## src/hw/rtl/fcr_pkg.sv

```systemverilog
`default_nettype none

package fcr_pkg;

    typedef enum logic [2:0] {
        PH_IDLE,
        PH_CMD,
        PH_LEN,
        PH_PAYLOAD,
        PH_SUM,
        PH_TAIL
    } phase_t;

    typedef enum logic [1:0] {
        KIND_SET  = 2'd0,
        KIND_READ = 2'd1,
        KIND_ACK  = 2'd2
    } kind_t;

    localparam logic [2:0] REG_HEADER    = 3'd0;
    localparam logic [2:0] REG_TAIL      = 3'd1;
    localparam logic [2:0] REG_MAX_LEN   = 3'd2;
    localparam logic [2:0] REG_SET_FIRST = 3'd3;
    localparam logic [2:0] REG_SET_LAST  = 3'd4;
    localparam logic [2:0] REG_READ_A    = 3'd5;
    localparam logic [2:0] REG_READ_B    = 3'd6;
    localparam logic [2:0] REG_ACK_CMD   = 3'd7;

    localparam logic [7:0] SET_LEN      = 8'd4;
    localparam int         ACK_LEN      = 6;
    localparam logic [7:0] ACK_LEN_BYTE = 8'h01;
    localparam logic [7:0] ACK_ZERO     = 8'h00;

    localparam logic [2:0] ACK_HDR_IDX  = 3'd0;
    localparam logic [2:0] ACK_CMD_IDX  = 3'd1;
    localparam logic [2:0] ACK_LEN_IDX  = 3'd2;
    localparam logic [2:0] ACK_ZERO_IDX = 3'd3;
    localparam logic [2:0] ACK_SUM_IDX  = 3'd4;
    localparam logic [2:0] ACK_TAIL_IDX = 3'd5;

    typedef struct packed {
        logic [7:0] header_byte;
        logic [7:0] tail_byte;
        logic [7:0] max_payload;
        logic [7:0] set_cmd_first;
        logic [7:0] set_cmd_last;
        logic [7:0] read_cmd_a;
        logic [7:0] read_cmd_b;
        logic [7:0] ack_cmd;
    } cfg_t;

    typedef struct packed {
        logic        is_set;
        logic        has_value;
        logic [7:0]  cmd;
        logic [31:0] value;
    } job_t;

endpackage

`default_nettype wire

```

## src/hw/rtl/fcr_front.sv

```systemverilog
`default_nettype none

module fcr_front
    import fcr_pkg::*;
(
    input  wire logic       aclk,
    input  wire logic       aresetn,
    input  wire cfg_t       cfg,
    input  wire logic       s_tvalid,
    output logic            s_tready,
    input  wire logic [7:0] s_tdata,
    input  wire logic       q_full,
    output logic            push,
    output job_t            job
);

    phase_t      phase_reg, phase_next;
    logic [7:0]  cmd_reg, cmd_next;
    logic [7:0]  len_reg, len_next;
    logic [7:0]  count_reg, count_next;
    logic [7:0]  sum_reg, sum_next;
    logic [31:0] word_reg, word_next;
    logic [7:0]  rsum_reg, rsum_next;
    logic        take;
    logic        is_set;
    logic        is_read;
    logic [7:0]  count_inc;

    assign s_tready = !q_full;
    assign take     = s_tvalid && s_tready;

    assign is_set  = (cmd_reg >= cfg.set_cmd_first) && (cmd_reg <= cfg.set_cmd_last);
    assign is_read = (cmd_reg == cfg.read_cmd_a) || (cmd_reg == cfg.read_cmd_b);
    assign count_inc = count_reg + 8'd1;

    always_comb begin
        job.is_set    = is_set;
        job.has_value = (len_reg == SET_LEN);
        job.cmd       = cmd_reg;
        job.value     = word_reg;
    end

    always_ff @(posedge aclk) begin
        if (!aresetn) begin
            phase_reg <= PH_IDLE;
            cmd_reg   <= '0;
            len_reg   <= '0;
            count_reg <= '0;
            sum_reg   <= '0;
            word_reg  <= '0;
            rsum_reg  <= '0;
        end else begin
            phase_reg <= phase_next;
            cmd_reg   <= cmd_next;
            len_reg   <= len_next;
            count_reg <= count_next;
            sum_reg   <= sum_next;
            word_reg  <= word_next;
            rsum_reg  <= rsum_next;
        end
    end

    always_comb begin
        phase_next = phase_reg;
        cmd_next   = cmd_reg;
        len_next   = len_reg;
        count_next = count_reg;
        sum_next   = sum_reg;
        word_next  = word_reg;
        rsum_next  = rsum_reg;
        push       = 1'b0;
        if (take) begin
            case (phase_reg)
                PH_IDLE: begin
                    if (s_tdata == cfg.header_byte) begin
                        sum_next   = s_tdata;
                        word_next  = '0;
                        count_next = '0;
                        phase_next = PH_CMD;
                    end
                end
                PH_CMD: begin
                    cmd_next   = s_tdata;
                    sum_next   = sum_reg + s_tdata;
                    phase_next = PH_LEN;
                end
                PH_LEN: begin
                    len_next   = s_tdata;
                    sum_next   = sum_reg + s_tdata;
                    count_next = '0;
                    word_next  = '0;
                    if (s_tdata > cfg.max_payload) begin
                        phase_next = PH_IDLE;
                    end else if (s_tdata == 8'd0) begin
                        phase_next = PH_SUM;
                    end else begin
                        phase_next = PH_PAYLOAD;
                    end
                end
                PH_PAYLOAD: begin
                    if (count_reg < SET_LEN) begin
                        case (count_reg[1:0])
                            2'd0:    word_next[7:0]   = word_reg[7:0] | s_tdata;
                            2'd1:    word_next[15:8]  = word_reg[15:8] | s_tdata;
                            2'd2:    word_next[23:16] = word_reg[23:16] | s_tdata;
                            default: word_next[31:24] = word_reg[31:24] | s_tdata;
                        endcase
                    end
                    sum_next   = sum_reg + s_tdata;
                    count_next = count_inc;
                    if (count_inc >= len_reg) begin
                        phase_next = PH_SUM;
                    end
                end
                PH_SUM: begin
                    rsum_next  = s_tdata;
                    phase_next = PH_TAIL;
                end
                PH_TAIL: begin
                    if (s_tdata == cfg.tail_byte && sum_reg == rsum_reg) begin
                        push = is_set || is_read;
                    end
                    phase_next = PH_IDLE;
                end
                default: begin
                    phase_next = PH_IDLE;
                end
            endcase
        end
    end

`ifndef ASSERT_OFF
    a_push_in_tail: assert property (@(posedge aclk) disable iff (!aresetn)
        push |-> (phase_reg == PH_TAIL) && !q_full)
        else $error("frame pushed outside the tail byte or into a full queue");
`endif

endmodule

`default_nettype wire

```

## src/hw/rtl/fcr_queue.sv

```systemverilog
`default_nettype none

module fcr_queue
    import fcr_pkg::*;
#(
    parameter int DEPTH = 2
) (
    input  wire logic aclk,
    input  wire logic aresetn,
    input  wire logic push,
    input  wire job_t push_job,
    input  wire logic pop,
    output job_t      head,
    output logic      empty,
    output logic      full
);

    localparam int PTR_W = (DEPTH > 1) ? $clog2(DEPTH) : 1;
    localparam int CNT_W = $clog2(DEPTH + 1);

    job_t             mem [DEPTH];
    logic [PTR_W-1:0] wr_ptr_reg, wr_ptr_next;
    logic [PTR_W-1:0] rd_ptr_reg, rd_ptr_next;
    logic [CNT_W-1:0] count_reg, count_next;
    logic             do_push;
    logic             do_pop;

    assign empty   = (count_reg == CNT_W'(0));
    assign full    = (count_reg == CNT_W'(DEPTH));
    assign do_push = push && !full;
    assign do_pop  = pop && !empty;
    assign head    = mem[rd_ptr_reg];

    always_comb begin
        wr_ptr_next = wr_ptr_reg;
        rd_ptr_next = rd_ptr_reg;
        count_next  = count_reg;
        if (do_push) begin
            wr_ptr_next = (wr_ptr_reg == PTR_W'(DEPTH - 1)) ? '0 : wr_ptr_reg + PTR_W'(1);
        end
        if (do_pop) begin
            rd_ptr_next = (rd_ptr_reg == PTR_W'(DEPTH - 1)) ? '0 : rd_ptr_reg + PTR_W'(1);
        end
        case ({do_push, do_pop})
            2'b10:   count_next = count_reg + CNT_W'(1);
            2'b01:   count_next = count_reg - CNT_W'(1);
            default: count_next = count_reg;
        endcase
    end

    always_ff @(posedge aclk) begin
        if (!aresetn) begin
            wr_ptr_reg <= '0;
            rd_ptr_reg <= '0;
            count_reg  <= '0;
        end else begin
            wr_ptr_reg <= wr_ptr_next;
            rd_ptr_reg <= rd_ptr_next;
            count_reg  <= count_next;
        end
    end

    always_ff @(posedge aclk) begin
        if (do_push) begin
            mem[wr_ptr_reg] <= push_job;
        end
    end

`ifndef ASSERT_OFF
    a_count_bound: assert property (@(posedge aclk) disable iff (!aresetn)
        count_reg <= CNT_W'(DEPTH))
        else $error("queue count above depth");
    a_pop_nonempty: assert property (@(posedge aclk) disable iff (!aresetn)
        pop |-> !empty)
        else $error("pop from empty queue");
`endif

endmodule

`default_nettype wire

```

## src/hw/rtl/fcr_back.sv

```systemverilog
`default_nettype none

module fcr_back
    import fcr_pkg::*;
(
    input  wire logic        aclk,
    input  wire logic        aresetn,
    input  wire cfg_t        cfg,
    input  wire job_t        head,
    input  wire logic        q_empty,
    output logic             pop,
    output logic             m_tvalid,
    input  wire logic        m_tready,
    output logic [47:0]      m_tdata,   // command[7:0], set_value[39:8], tx_byte[47:40]
    output logic [1:0]       m_tuser,   // kind[1:0]
    output logic             m_tlast
);

    logic [2:0]  step_reg, step_next;
    logic        valid_reg, valid_next;
    logic [47:0] data_reg;
    logic [1:0]  user_reg;
    logic        last_reg;
    logic [2:0]  last_step;
    logic [2:0]  ack_idx;
    logic [7:0]  ack_byte;
    logic [7:0]  ack_sum;
    kind_t       kind;
    logic        load;
    logic        at_last;
    logic [31:0] value;
    logic [7:0]  tx;

    assign last_step = head.is_set ? (head.has_value ? 3'(ACK_LEN) : 3'(ACK_LEN - 1)) : 3'd0;
    assign ack_idx   = head.has_value ? step_reg - 3'd1 : step_reg;
    assign ack_sum   = cfg.header_byte + cfg.ack_cmd + ACK_LEN_BYTE + ACK_ZERO;

    always_comb begin
        case (ack_idx)
            ACK_HDR_IDX:  ack_byte = cfg.header_byte;
            ACK_CMD_IDX:  ack_byte = cfg.ack_cmd;
            ACK_LEN_IDX:  ack_byte = ACK_LEN_BYTE;
            ACK_ZERO_IDX: ack_byte = ACK_ZERO;
            ACK_SUM_IDX:  ack_byte = ack_sum;
            ACK_TAIL_IDX: ack_byte = cfg.tail_byte;
            default:      ack_byte = ACK_ZERO;
        endcase
    end

    always_comb begin
        if (!head.is_set) begin
            kind  = KIND_READ;
            value = '0;
            tx    = '0;
        end else if (head.has_value && step_reg == 3'd0) begin
            kind  = KIND_SET;
            value = head.value;
            tx    = '0;
        end else begin
            kind  = KIND_ACK;
            value = '0;
            tx    = ack_byte;
        end
    end

    assign load    = !q_empty && (!valid_reg || m_tready);
    assign at_last = (step_reg == last_step);
    assign pop     = load && at_last;

    always_comb begin
        step_next  = step_reg;
        valid_next = valid_reg;
        if (load) begin
            step_next  = at_last ? 3'd0 : step_reg + 3'd1;
            valid_next = 1'b1;
        end else if (m_tready) begin
            valid_next = 1'b0;
        end
    end

    always_ff @(posedge aclk) begin
        if (!aresetn) begin
            step_reg  <= '0;
            valid_reg <= 1'b0;
        end else begin
            step_reg  <= step_next;
            valid_reg <= valid_next;
        end
    end

    always_ff @(posedge aclk) begin
        if (load) begin
            data_reg <= {tx, value, head.cmd};
            user_reg <= kind;
            last_reg <= at_last;
        end
    end

    assign m_tvalid = valid_reg;
    assign m_tdata  = data_reg;
    assign m_tuser  = user_reg;
    assign m_tlast  = last_reg;

`ifndef ASSERT_OFF
    a_step_bound: assert property (@(posedge aclk) disable iff (!aresetn)
        step_reg <= 3'(ACK_LEN))
        else $error("result step out of range");
    a_job_held: assert property (@(posedge aclk) disable iff (!aresetn)
        (step_reg != 3'd0) |-> !q_empty)
        else $error("job left the queue before its last result");
`endif

endmodule

`default_nettype wire

```

## src/hw/rtl/framed_command_receiver_unit.sv

```systemverilog
// An accepted frame's job is queued, then its first result is registered for output.
// Throughput: one byte per cycle in unless the job queue is full; one result per
// cycle out while m_tready is high, up to 7 per frame.
// The job queue between parser and result sequencer decouples the two sides.
// s_tready drops only while the job queue is full.
// Reset (aresetn, synchronous, active low) idles the parser, empties the queue
// and restores all configuration registers to their defaults.
`default_nettype none

module framed_command_receiver_unit
    import fcr_pkg::*;
#(
    parameter int QUEUE_DEPTH = 2
) (
    input  wire logic        aclk,
    input  wire logic        aresetn,
    input  wire logic        s_tvalid,
    output logic             s_tready,
    input  wire logic [7:0]  s_tdata,   // rx_data[7:0]
    output logic             m_tvalid,
    input  wire logic        m_tready,
    output logic [47:0]      m_tdata,   // command[7:0], set_value[39:8], tx_byte[47:40]
    output logic [1:0]       m_tuser,   // kind[1:0]
    output logic             m_tlast,
    input  wire logic        psel,
    input  wire logic        penable,
    input  wire logic        pwrite,
    input  wire logic [4:0]  paddr,
    input  wire logic [31:0] pwdata,
    output logic [31:0]      prdata,
    output logic             pready
);

    cfg_t       cfg_reg;
    logic       cfg_wr;
    logic [2:0] reg_idx;
    logic [7:0] rd_byte;
    logic       q_push;
    logic       q_pop;
    logic       q_empty;
    logic       q_full;
    job_t       push_job;
    job_t       head_job;

    assign pready  = 1'b1;
    assign reg_idx = paddr[4:2];
    assign cfg_wr  = psel && penable && pwrite && pready;

    always_ff @(posedge aclk) begin
        if (!aresetn) begin
            cfg_reg.header_byte   <= 8'hAA;
            cfg_reg.tail_byte     <= 8'h55;
            cfg_reg.max_payload   <= 8'd58;
            cfg_reg.set_cmd_first <= 8'd1;
            cfg_reg.set_cmd_last  <= 8'd6;
            cfg_reg.read_cmd_a    <= 8'd16;
            cfg_reg.read_cmd_b    <= 8'd17;
            cfg_reg.ack_cmd       <= 8'd128;
        end else if (cfg_wr) begin
            case (reg_idx)
                REG_HEADER:    cfg_reg.header_byte   <= pwdata[7:0];
                REG_TAIL:      cfg_reg.tail_byte     <= pwdata[7:0];
                REG_MAX_LEN:   cfg_reg.max_payload   <= pwdata[7:0];
                REG_SET_FIRST: cfg_reg.set_cmd_first <= pwdata[7:0];
                REG_SET_LAST:  cfg_reg.set_cmd_last  <= pwdata[7:0];
                REG_READ_A:    cfg_reg.read_cmd_a    <= pwdata[7:0];
                REG_READ_B:    cfg_reg.read_cmd_b    <= pwdata[7:0];
                REG_ACK_CMD:   cfg_reg.ack_cmd       <= pwdata[7:0];
                default:       cfg_reg               <= cfg_reg;
            endcase
        end
    end

    always_comb begin
        case (reg_idx)
            REG_HEADER:    rd_byte = cfg_reg.header_byte;
            REG_TAIL:      rd_byte = cfg_reg.tail_byte;
            REG_MAX_LEN:   rd_byte = cfg_reg.max_payload;
            REG_SET_FIRST: rd_byte = cfg_reg.set_cmd_first;
            REG_SET_LAST:  rd_byte = cfg_reg.set_cmd_last;
            REG_READ_A:    rd_byte = cfg_reg.read_cmd_a;
            REG_READ_B:    rd_byte = cfg_reg.read_cmd_b;
            REG_ACK_CMD:   rd_byte = cfg_reg.ack_cmd;
            default:       rd_byte = '0;
        endcase
    end

    assign prdata = {24'd0, rd_byte};

    fcr_front u_front (
        .aclk     (aclk),
        .aresetn  (aresetn),
        .cfg      (cfg_reg),
        .s_tvalid (s_tvalid),
        .s_tready (s_tready),
        .s_tdata  (s_tdata),
        .q_full   (q_full),
        .push     (q_push),
        .job      (push_job)
    );

    fcr_queue #(
        .DEPTH (QUEUE_DEPTH)
    ) u_queue (
        .aclk     (aclk),
        .aresetn  (aresetn),
        .push     (q_push),
        .push_job (push_job),
        .pop      (q_pop),
        .head     (head_job),
        .empty    (q_empty),
        .full     (q_full)
    );

    fcr_back u_back (
        .aclk     (aclk),
        .aresetn  (aresetn),
        .cfg      (cfg_reg),
        .head     (head_job),
        .q_empty  (q_empty),
        .pop      (q_pop),
        .m_tvalid (m_tvalid),
        .m_tready (m_tready),
        .m_tdata  (m_tdata),
        .m_tuser  (m_tuser),
        .m_tlast  (m_tlast)
    );

endmodule

`default_nettype wire

```

## config.mk

```make
export PLATFORM = sky130hd
export DESIGN_NAME = framed_command_receiver_unit
export DESIGN_NICKNAME = d
export VERILOG_FILES = /design/src/hw/rtl/fcr_pkg.sv /design/src/hw/rtl/fcr_front.sv /design/src/hw/rtl/fcr_queue.sv /design/src/hw/rtl/fcr_back.sv /design/src/hw/rtl/framed_command_receiver_unit.sv
export SDC_FILE = /design/constraint.sdc
export NUM_CORES = 1
export LEC_CHECK = 0
export ABC_AREA = 0
export CAP_MARGIN = 10
export CORE_ASPECT_RATIO = 0.5
export CORE_MARGIN = 2
export CORE_UTILIZATION = 50
export DETAILED_ROUTE_END_ITERATION = 10
export DONT_BUFFER_PORTS = 1
export MAX_ROUTING_LAYER = met4
export PLACE_DENSITY = 0.64
export SYNTH_ARGS = -nofsm -noshare
export SYNTH_HDL_FRONTEND = slang
export SYNTH_SLANG_ARGS = --single-unit
```

## constraint.sdc

```tcl
create_clock -name aclk -period 8 [get_ports aclk]
set_clock_uncertainty 0.2 [all_clocks]
set_input_delay 2.4 -clock aclk [delete_from_list [all_inputs] [get_ports aclk]]
set_output_delay 2.4 -clock aclk [all_outputs]
set_load 0.02 [all_outputs]
```

==> reports/qor.csv <==
stage;metric;value;unit
synth;synth_top_family_by_area;simple AND/OR/NAND/NOR gates;
clocking;numCtsBuffers;27;
global_route;grt_max_degree;54;
power_and_ir_drop;ir_worst_vdd;152;µV
synth;synth-adder-area-share;5.45;%
detailed_routing;drt_pass1_iterations;5;
die;die_y;120;µm
sta;slew_violations;0;
detailed_routing;drt-initial-drc-count;636;
die;die_x;235;µm
setup_path;critPathMaxFanout;25;
die;core_area;0.0263;mm²
power_and_ir_drop;power_density;196;mW/mm²
global_route;grt_usage;24.6;%
detailed_routing;vias;9340;
detailed_routing;drc;0;
sta;worstMarginPinSlew;1170;ps
sta;min_period;6470;ps
hold_path;hold_path.class;reg -> reg;
clocking;cts.sinks;283;
synth;yosys.area_share.simple;13.3;%
clocking;postCtsSetupBuffers;0;
cells_and_area;antenna_cells;0;
cells_and_area;regArea;0.00702;mm²
cells_and_area;n_fill_cell;2336;
detailed_routing;ant_nets;0;
die;io_pins;138;
sta;setup_violations;0;
cells_and_area;mostFrequentLayoutCells;nor2_1 (160), dfxtp_1 (147), edfxtp_1 (135), a21oi_1 (100);
synth;synth_edf_count;135;
cells_and_area;largest_register_ffs;84;
placement;hpwlAfterDp;22.6;mm
setup_path;r2r-start;u_front.cmd_reg[0]$_SDFFE_PN0P_;
synth;synthDistinctLibCells;68;
cells_and_area;multiInputGateArea;0.00574;mm²
cells_and_area;mostFrequentLayoutCell;nor2_1;
flow_run;max-cap-violations;0;
sta;timing.final.crit_share;80.8;%
setup_path;worstPathRequired;5400;ps
hold_path;hold_start;u_front.word_reg[25]$_SDFFE_PN0P_;
sta;max_slew_margin;21.8;%
clocking;root_buffer;clkbuf_16;
placement;io_buffers;0;
synth;yosys.area_share.xor_xnor;3.61;%
clocking;cts_tree;yes;
power_and_ir_drop;leakagePower;5.04;nW
setup_path;startpoint_type;primary input;
synth;async_flop_share;0;%
global_route;antenna_found_initial;0;
setup_path;arrival;3870;ps
synth;avgSynthCellArea;10.4;µm²
cells_and_area;layout-drive-gt1-share;6.61;%
setup_path;cp-end-kind;output port;
synth;synth_area;0.0134;mm²
die;dieArea;0.0281;mm²
placement;dpl.cell_count;1576;
sta;fin_tns_setup;0;ps
sta;rsz0062_at_grt;no;
synth;synth-seq-cells;283;
clocking;clkLatencyLatePin;570;ps
placement;globalplace.congestion;0.986;
global_route;grt-ovfl-total;0;
detailed_routing;wire_per_inst;20.8;µm
setup_path;path_class;in -> out;
die;placementRows;42;
synth;yosys_warnings;0;
global_route;grt_pass1_vias;8909;
cells_and_area;area_growth_syn_to_layout;6.97;%
synth;synth_ff_type;dfxtp_1;
sta;whs;256;ps
synth;synth-seq-area-share;52.5;%
synth;synth_compound_area_share;11.3;%
synth;netlist_instances;1283;
cells_and_area;nNetsFinal;1362;
clocking;clkTransAtPathRegs;70;ps
detailed_routing;wl;33.7;mm
sta;fmax;0.155;GHz
cells_and_area;stdcell_count;1623;
setup_path;startpoint;paddr[3];
hold_path;worstHoldPathCells;0;
global_route;grt_pass1_wl;51.9;mm
sta;hold_viol_final;0;
status;status;finished clean;
clocking;clock_path_buffers;3;
clocking;htreeDepth;1;
clocking;cts_hold_buf;0;
die;initial_utilization;50.7;%
synth;muxShareOfSynthArea;8.52;%
clocking;cts_resized;0;
power_and_ir_drop;power.total;2.81;mW
detailed_routing;vias_per_cell;5.75;
setup_path;r2r_cells;9;
cell usage after synthesis, types with 4 or more instances:
master,number,area share [%]
buf_1,5,0.14
a22oi_1,10,0.56
xnor2_1,26,1.7
nand2_1,96,2.7
o21a_1,5,0.28
nor3_1,13,0.49
mux2i_1,96,7.2
a211oi_1,4,0.22
a21oi_1,100,3.7
o211ai_1,18,1.0
nor4_1,10,0.47
nand4_1,17,0.80
a31oi_1,8,0.37
buf_6,4,0.34
ha_1,55,5.2
a221oi_1,7,0.46
inv_1,56,1.6
o21ai_0,38,1.4
mux2_2,13,1.1
nand3_1,34,1.3
buf_4,25,1.4
a211oi_2,5,0.47
dfxtp_1,148,22
nor2_2,4,0.19
nor3b_1,6,0.34
nand2b_1,10,0.47
clkbuf_1,40,1.1
nor2b_1,12,0.56
xor2_1,29,1.9
edfxtp_1,135,30
or3_1,6,0.28
nor2_1,162,4.6
buf_2,17,0.64
a22o_1,5,0.33
and3_1,4,0.19
power breakdown:
group	internal, mW	switching [mW]
clock network	0.656	0.555
registers	1.51	0.00489
logic	0.0255	0.0585
total	2.19	0.618
through the flow:
stage                     worst slack, ps  cell area, µm²  utilization, %
after detailed placement             1560           13500            51.2
after floorplan                      1490           13400               -
after CTS                            1550           14300            54.3
after global routing                 1370           14300            54.3
final                                1530           14300            54.3
after global placement               1560           13500            51.2
layer usage:
layer	wire, µm	share of wire [%]	track usage [%]
met4	751	2.2	6.33
met1	15400	46	32.3
met3	2100	6.2	5.15
met5	0	0	-
met2	15500	46	39.1
logic make-up (layout without fill, tap and decap cells):
family | Yosys count | in the layout
AO/OA/AOI/OAI | 237 | 237
XOR/XNOR | 55 | 55
adder cells (fa/ha/maj) | 57 | 57
buffers and inverters | 148 | 113
flip-flops | 283 | 283
multiplexers | 111 | 111
other | 2 | 25
AND/OR/NAND/NOR | 390 | 390
cell type report:
type	count	area share, %
clock inverters	6	0.342
multi-input cells	875	40.2
well taps	352	3.08
flip-flops and latches	283	49.1
clock buffers	41	5.31
inverters	57	1.50
repair buffers	9	0.473
worst max-delay path: stages:
cell and delay [ps]:
clkinv_1 220, nor2_1 400, a22oi_1 120, a21oi_1 180, nor3_1 60, a31oi_1 460
path summary, 6_finish.rpt:
| check | endpoint | slack, ps |
|---|---|---|
| worst max-delay path | prdata[0] | 1530 |
| worst min register to register | u_queue.mem[1][25]$_DFFE_PP_ | 260 |
| worst max register to register | u_queue.mem[0][16]$_DFFE_PP_ | 3580 |
| worst min-delay path | u_queue.mem[1][25]$_DFFE_PP_ | 260 |
No activity file was read; power rests on OpenSTA's default activity.
